==> src/rtl/fpba_pkg.sv <==
package fpba_pkg;

  // Input transaction kinds (carried on s_tuser)
  localparam logic OP_LOAD  = 1'b0;
  localparam logic OP_ALLOC = 1'b1;

  // Fit policy codes
  localparam logic [1:0] POL_FIRST = 2'd0;
  localparam logic [1:0] POL_BEST  = 2'd1;
  localparam logic [1:0] POL_WORST = 2'd2;
  localparam logic [1:0] POL_NEXT  = 2'd3;

  // Configuration register indexes
  localparam logic CFG_FIT_POLICY    = 1'b0;
  localparam logic CFG_BLOCKS_IN_USE = 1'b1;

  // Fixed field widths
  localparam int INDEX_W  = 4;
  localparam int AMOUNT_W = 16;
  localparam int TOTAL_W  = 20;
  localparam int USED_W   = 5;

  // Saturation limit of the reported free total
  localparam logic [TOTAL_W-1:0] SUM_MAX = 20'hFFFFF;

  // Control from the sequencer to the scan unit
  typedef struct packed {
    logic       clear;
    logic       alloc;
    logic [1:0] policy;
  } scan_ctrl_t;

endpackage

==> src/rtl/fit_policy_block_allocator_core.sv <==
// Block allocator with a table of free capacity per memory block. A load
// transaction (s_tuser 0) sets one block's capacity; an allocate transaction
// (s_tuser 1) places a request by first, best, worst or next fit, as the
// fit_policy register selects, and reduces the chosen block. Each input
// transaction returns one result with the grant flag, the block and the
// saturated free total over the blocks in use. The table sits in a single
// RAM read one entry per cycle by one shared compare-and-add unit. A load
// first writes its entry (ST_WRITE); every transaction then scans n entries
// (ST_SCAN), n being the clamped blocks_in_use, registers the result
// (ST_FINISH) and presents it (ST_DONE). s_tready is low from acceptance
// until the result is presented, so no new transaction is taken before. A
// result still stalled on m_tready when the next one is ready adds its wait.
// Entries never loaded read as zero from reset, with no clearing pass.
module fit_policy_block_allocator_core
  import fpba_pkg::*;
#(
  parameter int BLOCK_COUNT = 16,
  parameter int SIZE_BITS   = 16
) (
  input  logic        clk,
  input  logic        rst,
  // Input stream
  input  logic        s_tvalid,
  output logic        s_tready,
  input  logic [23:0] s_tdata,   // [3:0] block_index, [19:4] amount
  input  logic        s_tuser,   // opcode
  // Result stream
  output logic        m_tvalid,
  input  logic        m_tready,
  output logic [23:0] m_tdata,   // [3:0] chosen_block, [23:4] free_total
  output logic        m_tuser,   // granted
  // Configuration write port
  input  logic        cfg_we,
  input  logic [0:0]  cfg_index,
  input  logic [4:0]  cfg_data
);

  localparam int IDXW = (BLOCK_COUNT > 1) ? $clog2(BLOCK_COUNT) : 1;
  localparam int CW   = IDXW + 1;
  localparam int SW   = SIZE_BITS + IDXW;

  typedef enum logic [2:0] {
    ST_IDLE,
    ST_WRITE,
    ST_SCAN,
    ST_FINISH,
    ST_DONE
  } state_t;

  state_t state;

  // Configuration registers
  logic [1:0]        fit_policy;
  logic [USED_W-1:0] blocks_in_use;

  // Transaction registers
  logic                 op;
  logic [INDEX_W-1:0]   idx;
  logic [SIZE_BITS-1:0] amt;
  logic                 load_ok;
  logic [CW-1:0]        n_blocks;
  logic [IDXW-1:0]      scan_start;

  // Scan control
  logic [IDXW-1:0] scan_addr;
  logic [CW-1:0]   issue_cnt;
  logic            rd_en;
  logic            rd_vld;
  logic            rd_ok;
  logic [IDXW-1:0] rd_idx;
  logic [BLOCK_COUNT-1:0] vbits;

  // Result holding
  logic               res_granted;
  logic [INDEX_W-1:0] res_chosen;
  logic [TOTAL_W-1:0] res_total;

  // Derived values
  logic [CW-1:0]        n_now;
  logic [IDXW-1:0]      start_sel;
  logic [31:0]          amt_in;
  logic [31:0]          idx_wide;
  logic [31:0]          pick_wide;
  logic [63:0]          total_wide;
  logic                 wr_en;
  logic [IDXW-1:0]      wr_addr;
  logic [SIZE_BITS-1:0] wr_data;
  logic [SIZE_BITS-1:0] ram_rd;
  logic [SIZE_BITS-1:0] entry;
  scan_ctrl_t           ctrl;
  logic                 found;
  logic [IDXW-1:0]      pick_idx;
  logic [SIZE_BITS-1:0] pick_val;
  logic [SW-1:0]        sum;

  assign s_tready = (state == ST_IDLE);

  // Clamp the number of blocks in use to the table
  always_comb begin
    if (blocks_in_use == '0) begin
      n_now = CW'(1);
    end else if (32'(blocks_in_use) > BLOCK_COUNT) begin
      n_now = CW'(BLOCK_COUNT);
    end else begin
      n_now = CW'(blocks_in_use);
    end
    start_sel = (CW'(scan_start) < n_now) ? scan_start : '0;
    amt_in    = {16'b0, s_tdata[19:4]};
    idx_wide  = 32'(idx);
    pick_wide = 32'(pick_idx);
  end

  // Single RAM write port: load entry or shrink the picked block
  always_comb begin
    wr_en   = 1'b0;
    wr_addr = idx_wide[IDXW-1:0];
    wr_data = amt;
    if (state == ST_WRITE) begin
      wr_en = load_ok;
    end else if (state == ST_FINISH && op == OP_ALLOC && found) begin
      wr_en   = 1'b1;
      wr_addr = pick_idx;
      wr_data = pick_val - amt;
    end
  end

  assign rd_en = (state == ST_SCAN) && (issue_cnt < n_blocks);
  assign entry = ram_rd & {SIZE_BITS{rd_ok}};

  always_comb begin
    ctrl.clear  = s_tvalid && s_tready;
    ctrl.alloc  = (op == OP_ALLOC);
    ctrl.policy = fit_policy;
  end

  // Free total after the item, before saturation
  always_comb begin
    if (op == OP_ALLOC && found) begin
      total_wide = 64'(sum) - 64'(amt);
    end else begin
      total_wide = 64'(sum);
    end
  end

  fpba_ram #(
    .WIDTH (SIZE_BITS),
    .DEPTH (BLOCK_COUNT)
  ) u_ram (
    .clk     (clk),
    .wr_en   (wr_en),
    .wr_addr (wr_addr),
    .wr_data (wr_data),
    .rd_en   (rd_en),
    .rd_addr (scan_addr),
    .rd_data (ram_rd)
  );

  fpba_scan #(
    .SIZE_BITS (SIZE_BITS),
    .IDXW      (IDXW)
  ) u_scan (
    .clk      (clk),
    .rst      (rst),
    .ctrl     (ctrl),
    .data_vld (rd_vld),
    .data_idx (rd_idx),
    .data     (entry),
    .amt      (amt),
    .found    (found),
    .pick_idx (pick_idx),
    .pick_val (pick_val),
    .sum      (sum)
  );

  // Sequencer, configuration and result register
  always_ff @(posedge clk) begin
    if (rst) begin
      state         <= ST_IDLE;
      fit_policy    <= POL_FIRST;
      blocks_in_use <= 5'd16;
      scan_start    <= '0;
      vbits         <= '0;
      rd_vld        <= 1'b0;
      m_tvalid      <= 1'b0;
    end else begin
      // Configuration writes
      if (cfg_we) begin
        case (cfg_index)
          CFG_FIT_POLICY:    fit_policy    <= cfg_data[1:0];
          CFG_BLOCKS_IN_USE: blocks_in_use <= cfg_data;
          default: ;
        endcase
      end

      // Read pipeline tags
      rd_vld <= rd_en;
      if (rd_en) begin
        rd_idx <= scan_addr;
        rd_ok  <= vbits[scan_addr];
      end

      if (wr_en) begin
        vbits[wr_addr] <= 1'b1;
      end

      // Drop the result once taken, unless a new one replaces it
      if (m_tvalid && m_tready && state != ST_DONE) begin
        m_tvalid <= 1'b0;
      end

      case (state)
        ST_IDLE: begin
          if (s_tvalid) begin
            op        <= s_tuser;
            idx       <= s_tdata[3:0];
            amt       <= amt_in[SIZE_BITS-1:0];
            load_ok   <= (32'(s_tdata[3:0]) < BLOCK_COUNT);
            n_blocks  <= n_now;
            issue_cnt <= '0;
            if (s_tuser == OP_ALLOC && fit_policy == POL_NEXT) begin
              scan_addr <= start_sel;
            end else begin
              scan_addr <= '0;
            end
            state <= (s_tuser == OP_LOAD) ? ST_WRITE : ST_SCAN;
          end
        end
        ST_WRITE: begin
          state <= ST_SCAN;
        end
        ST_SCAN: begin
          if (rd_en) begin
            issue_cnt <= issue_cnt + CW'(1);
            if (CW'(scan_addr) + CW'(1) == n_blocks) begin
              scan_addr <= '0;
            end else begin
              scan_addr <= scan_addr + IDXW'(1);
            end
          end else begin
            state <= ST_FINISH;
          end
        end
        ST_FINISH: begin
          if (op == OP_ALLOC) begin
            res_granted <= found;
            res_chosen  <= found ? pick_wide[INDEX_W-1:0] : '0;
            if (found && fit_policy == POL_NEXT) begin
              scan_start <= pick_idx;
            end
          end else begin
            res_granted <= load_ok;
            res_chosen  <= load_ok ? idx : '0;
          end
          if (total_wide > 64'(SUM_MAX)) begin
            res_total <= SUM_MAX;
          end else begin
            res_total <= total_wide[TOTAL_W-1:0];
          end
          state <= ST_DONE;
        end
        ST_DONE: begin
          if (!m_tvalid || m_tready) begin
            m_tvalid <= 1'b1;
            m_tuser  <= res_granted;
            m_tdata  <= {res_total, res_chosen};
            state    <= ST_IDLE;
          end
        end
        default: begin
          state <= ST_IDLE;
        end
      endcase
    end
  end

endmodule

==> src/rtl/fpba_ram.sv <==
module fpba_ram #(
  parameter int WIDTH = 16,
  parameter int DEPTH = 16
) (
  input  logic                                   clk,
  input  logic                                   wr_en,
  input  logic [(DEPTH > 1 ? $clog2(DEPTH) : 1)-1:0] wr_addr,
  input  logic [WIDTH-1:0]                       wr_data,
  input  logic                                   rd_en,
  input  logic [(DEPTH > 1 ? $clog2(DEPTH) : 1)-1:0] rd_addr,
  output logic [WIDTH-1:0]                       rd_data
);

  logic [WIDTH-1:0] mem [DEPTH];

  // Write port and registered read port
  always_ff @(posedge clk) begin
    if (wr_en) begin
      mem[wr_addr] <= wr_data;
    end
    if (rd_en) begin
      rd_data <= mem[rd_addr];
    end
  end

endmodule

==> src/rtl/fpba_scan.sv <==
module fpba_scan
  import fpba_pkg::*;
#(
  parameter int SIZE_BITS = 16,
  parameter int IDXW      = 4
) (
  input  logic                      clk,
  input  logic                      rst,
  input  scan_ctrl_t                ctrl,
  input  logic                      data_vld,
  input  logic [IDXW-1:0]           data_idx,
  input  logic [SIZE_BITS-1:0]      data,
  input  logic [SIZE_BITS-1:0]      amt,
  output logic                      found,
  output logic [IDXW-1:0]           pick_idx,
  output logic [SIZE_BITS-1:0]      pick_val,
  output logic [SIZE_BITS+IDXW-1:0] sum
);

  logic fits;
  logic take;

  // Compare one entry against the request and the current pick
  always_comb begin
    fits = (data >= amt);
    take = 1'b0;
    if (ctrl.alloc && fits) begin
      if (!found) begin
        take = 1'b1;
      end else begin
        case (ctrl.policy)
          POL_BEST:  take = (data < pick_val);
          POL_WORST: take = (data > pick_val);
          default:   take = 1'b0;
        endcase
      end
    end
  end

  // Accumulate the free total and hold the pick
  always_ff @(posedge clk) begin
    if (rst) begin
      found <= 1'b0;
    end else if (ctrl.clear) begin
      found <= 1'b0;
    end else if (data_vld && take) begin
      found <= 1'b1;
    end

    if (ctrl.clear) begin
      sum <= '0;
    end else if (data_vld) begin
      sum <= sum + (SIZE_BITS+IDXW)'(data);
      if (take) begin
        pick_idx <= data_idx;
        pick_val <= data;
      end
    end
  end

endmodule

==> config.mk <==
export PLATFORM = sky130hd
export DESIGN_NAME = fit_policy_block_allocator_core
export DESIGN_NICKNAME = d
export VERILOG_FILES = /design/src/rtl/fpba_pkg.sv /design/src/rtl/fit_policy_block_allocator_core.sv /design/src/rtl/fpba_ram.sv /design/src/rtl/fpba_scan.sv
export SDC_FILE = /design/constraint.sdc
export NUM_CORES = 1
export LEC_CHECK = 0
export BUFFER_PORTS_ARGS = -buffer_cell sky130_fd_sc_hd__buf_2
export CAP_MARGIN = 20
export CORE_MARGIN = 5
export CORE_UTILIZATION = 50
export CTS_BUF_LIST = sky130_fd_sc_hd__clkbuf_2
export CTS_CLUSTER_DIAMETER = 150
export DETAILED_ROUTE_END_ITERATION = 8
export GPL_TIMING_DRIVEN = 0
export PLACE_DENSITY = 0.74
export REMOVE_ABC_BUFFERS = 1
export SLEW_MARGIN = 5
export SYNTH_ARGS = -nofsm -noshare
export SYNTH_HDL_FRONTEND = slang
export SYNTH_SLANG_ARGS = --single-unit
==> constraint.sdc <==
create_clock -name clk -period 4.39 [get_ports clk]
set_input_delay 0.439 -clock clk [delete_from_list [all_inputs] [get_ports clk]]
set_output_delay 0.439 -clock clk [all_outputs]
set_load 0.02 [all_outputs]
==> out/results.tsv <==
metric	value	unit
crit_arrival	4800	ps
synth_top_family_by_area	compound AO/OA/AOI/OAI gates	
die_y	210	um
drt_first_pass_iters	6	
synth_top_area_cell	edfxtp_1	
fin_area	23100	sq um
period_share	90.2	%
async_flop_share	0	%
grt-ovfl-total	0	
drcViolationCount	0	
synth.area.mux_share	7.87	%
worstSetupStartpointType	flip-flop	
slew_violations	0	
multi_input_area	7080	sq um
instances_no_fill	2326	
path_clk_slew	110	ps
ff_latch_area	12500	sq um
hpwl	32600	um
yosysSeqAreaShare	62.5	%
worstHoldStart	s_tdata[2]	
nets	1841	
hold_depth	2	
syn_area_per_cell	13.3	sq um
ys_seq_elements	435	
grt_pass1_vias	13631	
antenna_left	0	
cts_tree	yes	
start_util	50.4	%
synth_edf_count	382	
grt_max_degree	38	
synthAdderAreaFrac	5.63	%
synth_area_leaders	edfxtp_1, ha_1, dfxtp_1, mux4_2, mux2i_1	
synthTopCellsByCount	edfxtp_1, nand2_1, a21oi_1	
cellPowerDensity	358	nW/um^2
wirelength	46300	um
layout_setup_ws	430	ps
cts.sink_count	435	
drtIter0Drc	1058	
fmax	0.253	GHz
fillerInstances	3103	
finClkSkew	103	ps
antenna_found_initial	3	
ir_drop	0.231	mV
synthesis.area	20000	sq um
dieWidth	210	um
cts_buffers	105	
ys.warnings.count	0	
outcome	complete, no violations	
rsz0062_at_grt	no	
cts_max_level	3	
viasPerCell	5.76	
hold_path_class	in -> reg	
dpl_worst_slack	157	ps
seqPwrFrac	56.4	%
p_leak	8.79	nW
path_class	reg -> reg	
hold_path_end	idx[2]	
dp_cells	2080	
setup_viol	0	
core	39700	sq um
reg2reg_slack	430	ps
r2r_cells	9	
p_int	6.05	mW
crit_required	5230	ps
syn2layout_area_growth	15.1	%
ys_types	73	
die-area	44200	sq um
synth-xor-area-share	1.84	%
netlist.area_leader.share	57.2	%
netlist_instances	1510	
post-route-util	58.1	%
io_buffers	58	
worstMarginPinSlew	1200	ps
final-hold-violation-count	0	
comb_power_share	11.5	%
post-cts-setup-buffer-count	0	
r2r_start	amt[2]	
rows	73	
max_cap_violations	0	
clk_latency	1070	ps
synth_ff_type	edfxtp_1	
slew_headroom	19.7	%
place_area	21500	sq um
fin_hold_ws	115	ps
synth.most_common_cell	edfxtp_1	
place.gp.congestion	0.876	
endpoint_kind	flip-flop	
num_io_pins	63	
synth_compound_area_share	10.7	%
grtUsageTotal	20.8	%
p_clk_share	32.2	%
rr_endpoint	u_ram.mem[1][14]	
power_switching	2.22	mW
grt_pass1_wl	72100	um
worstPathMaxFanout	10	
drive_gt1_share	20.6	%
swShare	26.8	%
cts_buffer_depth	3	
synth-simple-area-share	8.84	%
avgRoutedWirePerCell	19.9	um
period_needed	3960	ps
num_vias	13392	
clockRootBuffer	clkbuf_2	
==> stage by stage <==
step / power [mW] / setup TNS (ps)
final: 8.27 / 0
after global routing: 8.71 / 0
after CTS: 8.35 / 0
after detailed placement: 5.66 / 0
after global placement: 5.58 / -164820
after floorplan: 5.35 / -8730
==> worst max-delay path, cell delays in order, from the launching register on <==
cell	delay, ps
edfxtp_1	410
inv_1	170
ha_1	300
nor2b_1	160
o31ai_1	380
a21boi_1	220
a2111oi_0	660
nor2_1	160
a221oi_1	920
buf_2	350
==> cell type report <==
| cell class | count | share of cell area (%) |
|---|---|---|
| clock buffer | 164 | 3.56 |
| inverter | 64 | 1.04 |
| sequential | 435 | 54.3 |
| antenna | 1 | 0.0108 |
| timing repair buffer | 159 | 6.87 |
| tap | 525 | 2.85 |
| multi-input combinational | 951 | 30.7 |
| clock inverter | 27 | 0.689 |
==> power by group through the flow <==
| stage | Sequential, mW | Combinational (mW) | Clock, mW |
|---|---|---|---|
| 2_1_floorplan | 4.76 | 0.584 | 0 |
| 3_3_place_gp | 4.81 | 0.769 | 0 |
| 3_5_place_dp | 4.76 | 0.899 | 0 |
| 4_1_cts | 4.66 | 0.938 | 2.75 |
| 5_1_grt | 4.67 | 1.04 | 3.00 |
| 6_report | 4.66 | 0.948 | 2.66 |
==> flip-flops by register name (all words and copies together) (netlist names), 5 cells and up <==
| name | cells |
|---|---|
| u_ram.mem | 256 |
| m_tdata | 24 |
| res_total | 20 |
| u_scan.sum | 20 |
| amt | 16 |
| u_ram.rd_data | 16 |
| u_scan.pick_val | 16 |
| vbits | 16 |
| blocks_in_use | 5 |
| issue_cnt | 5 |
| n_blocks | 5 |
==> cells in the final DEF (no fill, tap or decap), drive strengths merged, types with 5 or more instances in the layout <==
master / instances
a211o: 5
a211oi: 10
a21o: 16
a21oi: 100
a221oi: 20
a22oi: 18
a31oi: 6
and2: 22
and3: 8
buf: 108
clkbuf: 164
clkinv: 22
dfxtp: 53
dlygate4sd3: 51
edfxtp: 382
ha: 87
inv: 67
mux2: 13
mux2i: 66
mux4: 34
nand2: 122
nand2b: 18
nand3: 29
nand3b: 6
nand4: 5
nor2: 91
nor2b: 11
nor3: 28
nor4: 6
o211ai: 16
o21a: 14
o21ai: 87
o31ai: 6
or3: 7
xnor2: 20
xor2: 22
==> logic make-up (layout without fill, tap and decap cells) <==
group | Yosys count | in the layout
mux | 113 | 113
compound gates | 337 | 337
buf+inv | 124 | 414
xor+xnor | 42 | 42
other cells | 0 | 1
fa+ha+maj | 89 | 89
flops | 435 | 435
simple gates | 370 | 370
==> layer usage <==
| layer | global-route usage, % | wire [um] |
|---|---|---|
| met1 | 25.6 | 18000 |
| met2 | 35.8 | 23200 |
| met3 | 3.97 | 3400 |
| met4 | 9.34 | 1730 |
| met5 | 0 | 0 |
==> how the worst max path moves through the flow <==
stage | startpoint | endpoint | slack, ps
floorplan | scan_addr[0] | scan_addr[0] | -710
global placement | scan_addr[0] | scan_addr[0] | -2170
detailed placement | op | u_ram.mem[1][5] | 160
CTS | op | u_ram.mem[1][5] | 130
global route | amt[2] | u_ram.mem[3][14] | 330
finish | amt[2] | u_ram.mem[1][14] | 430
==> timing repair <==
action / 4_1_cts / 5_1_grt
resized for setup: 0 / 0
hold buffers: 51 / 0
hold endpoints to repair: 60 / 0
Power figures use the tool's default switching activity.
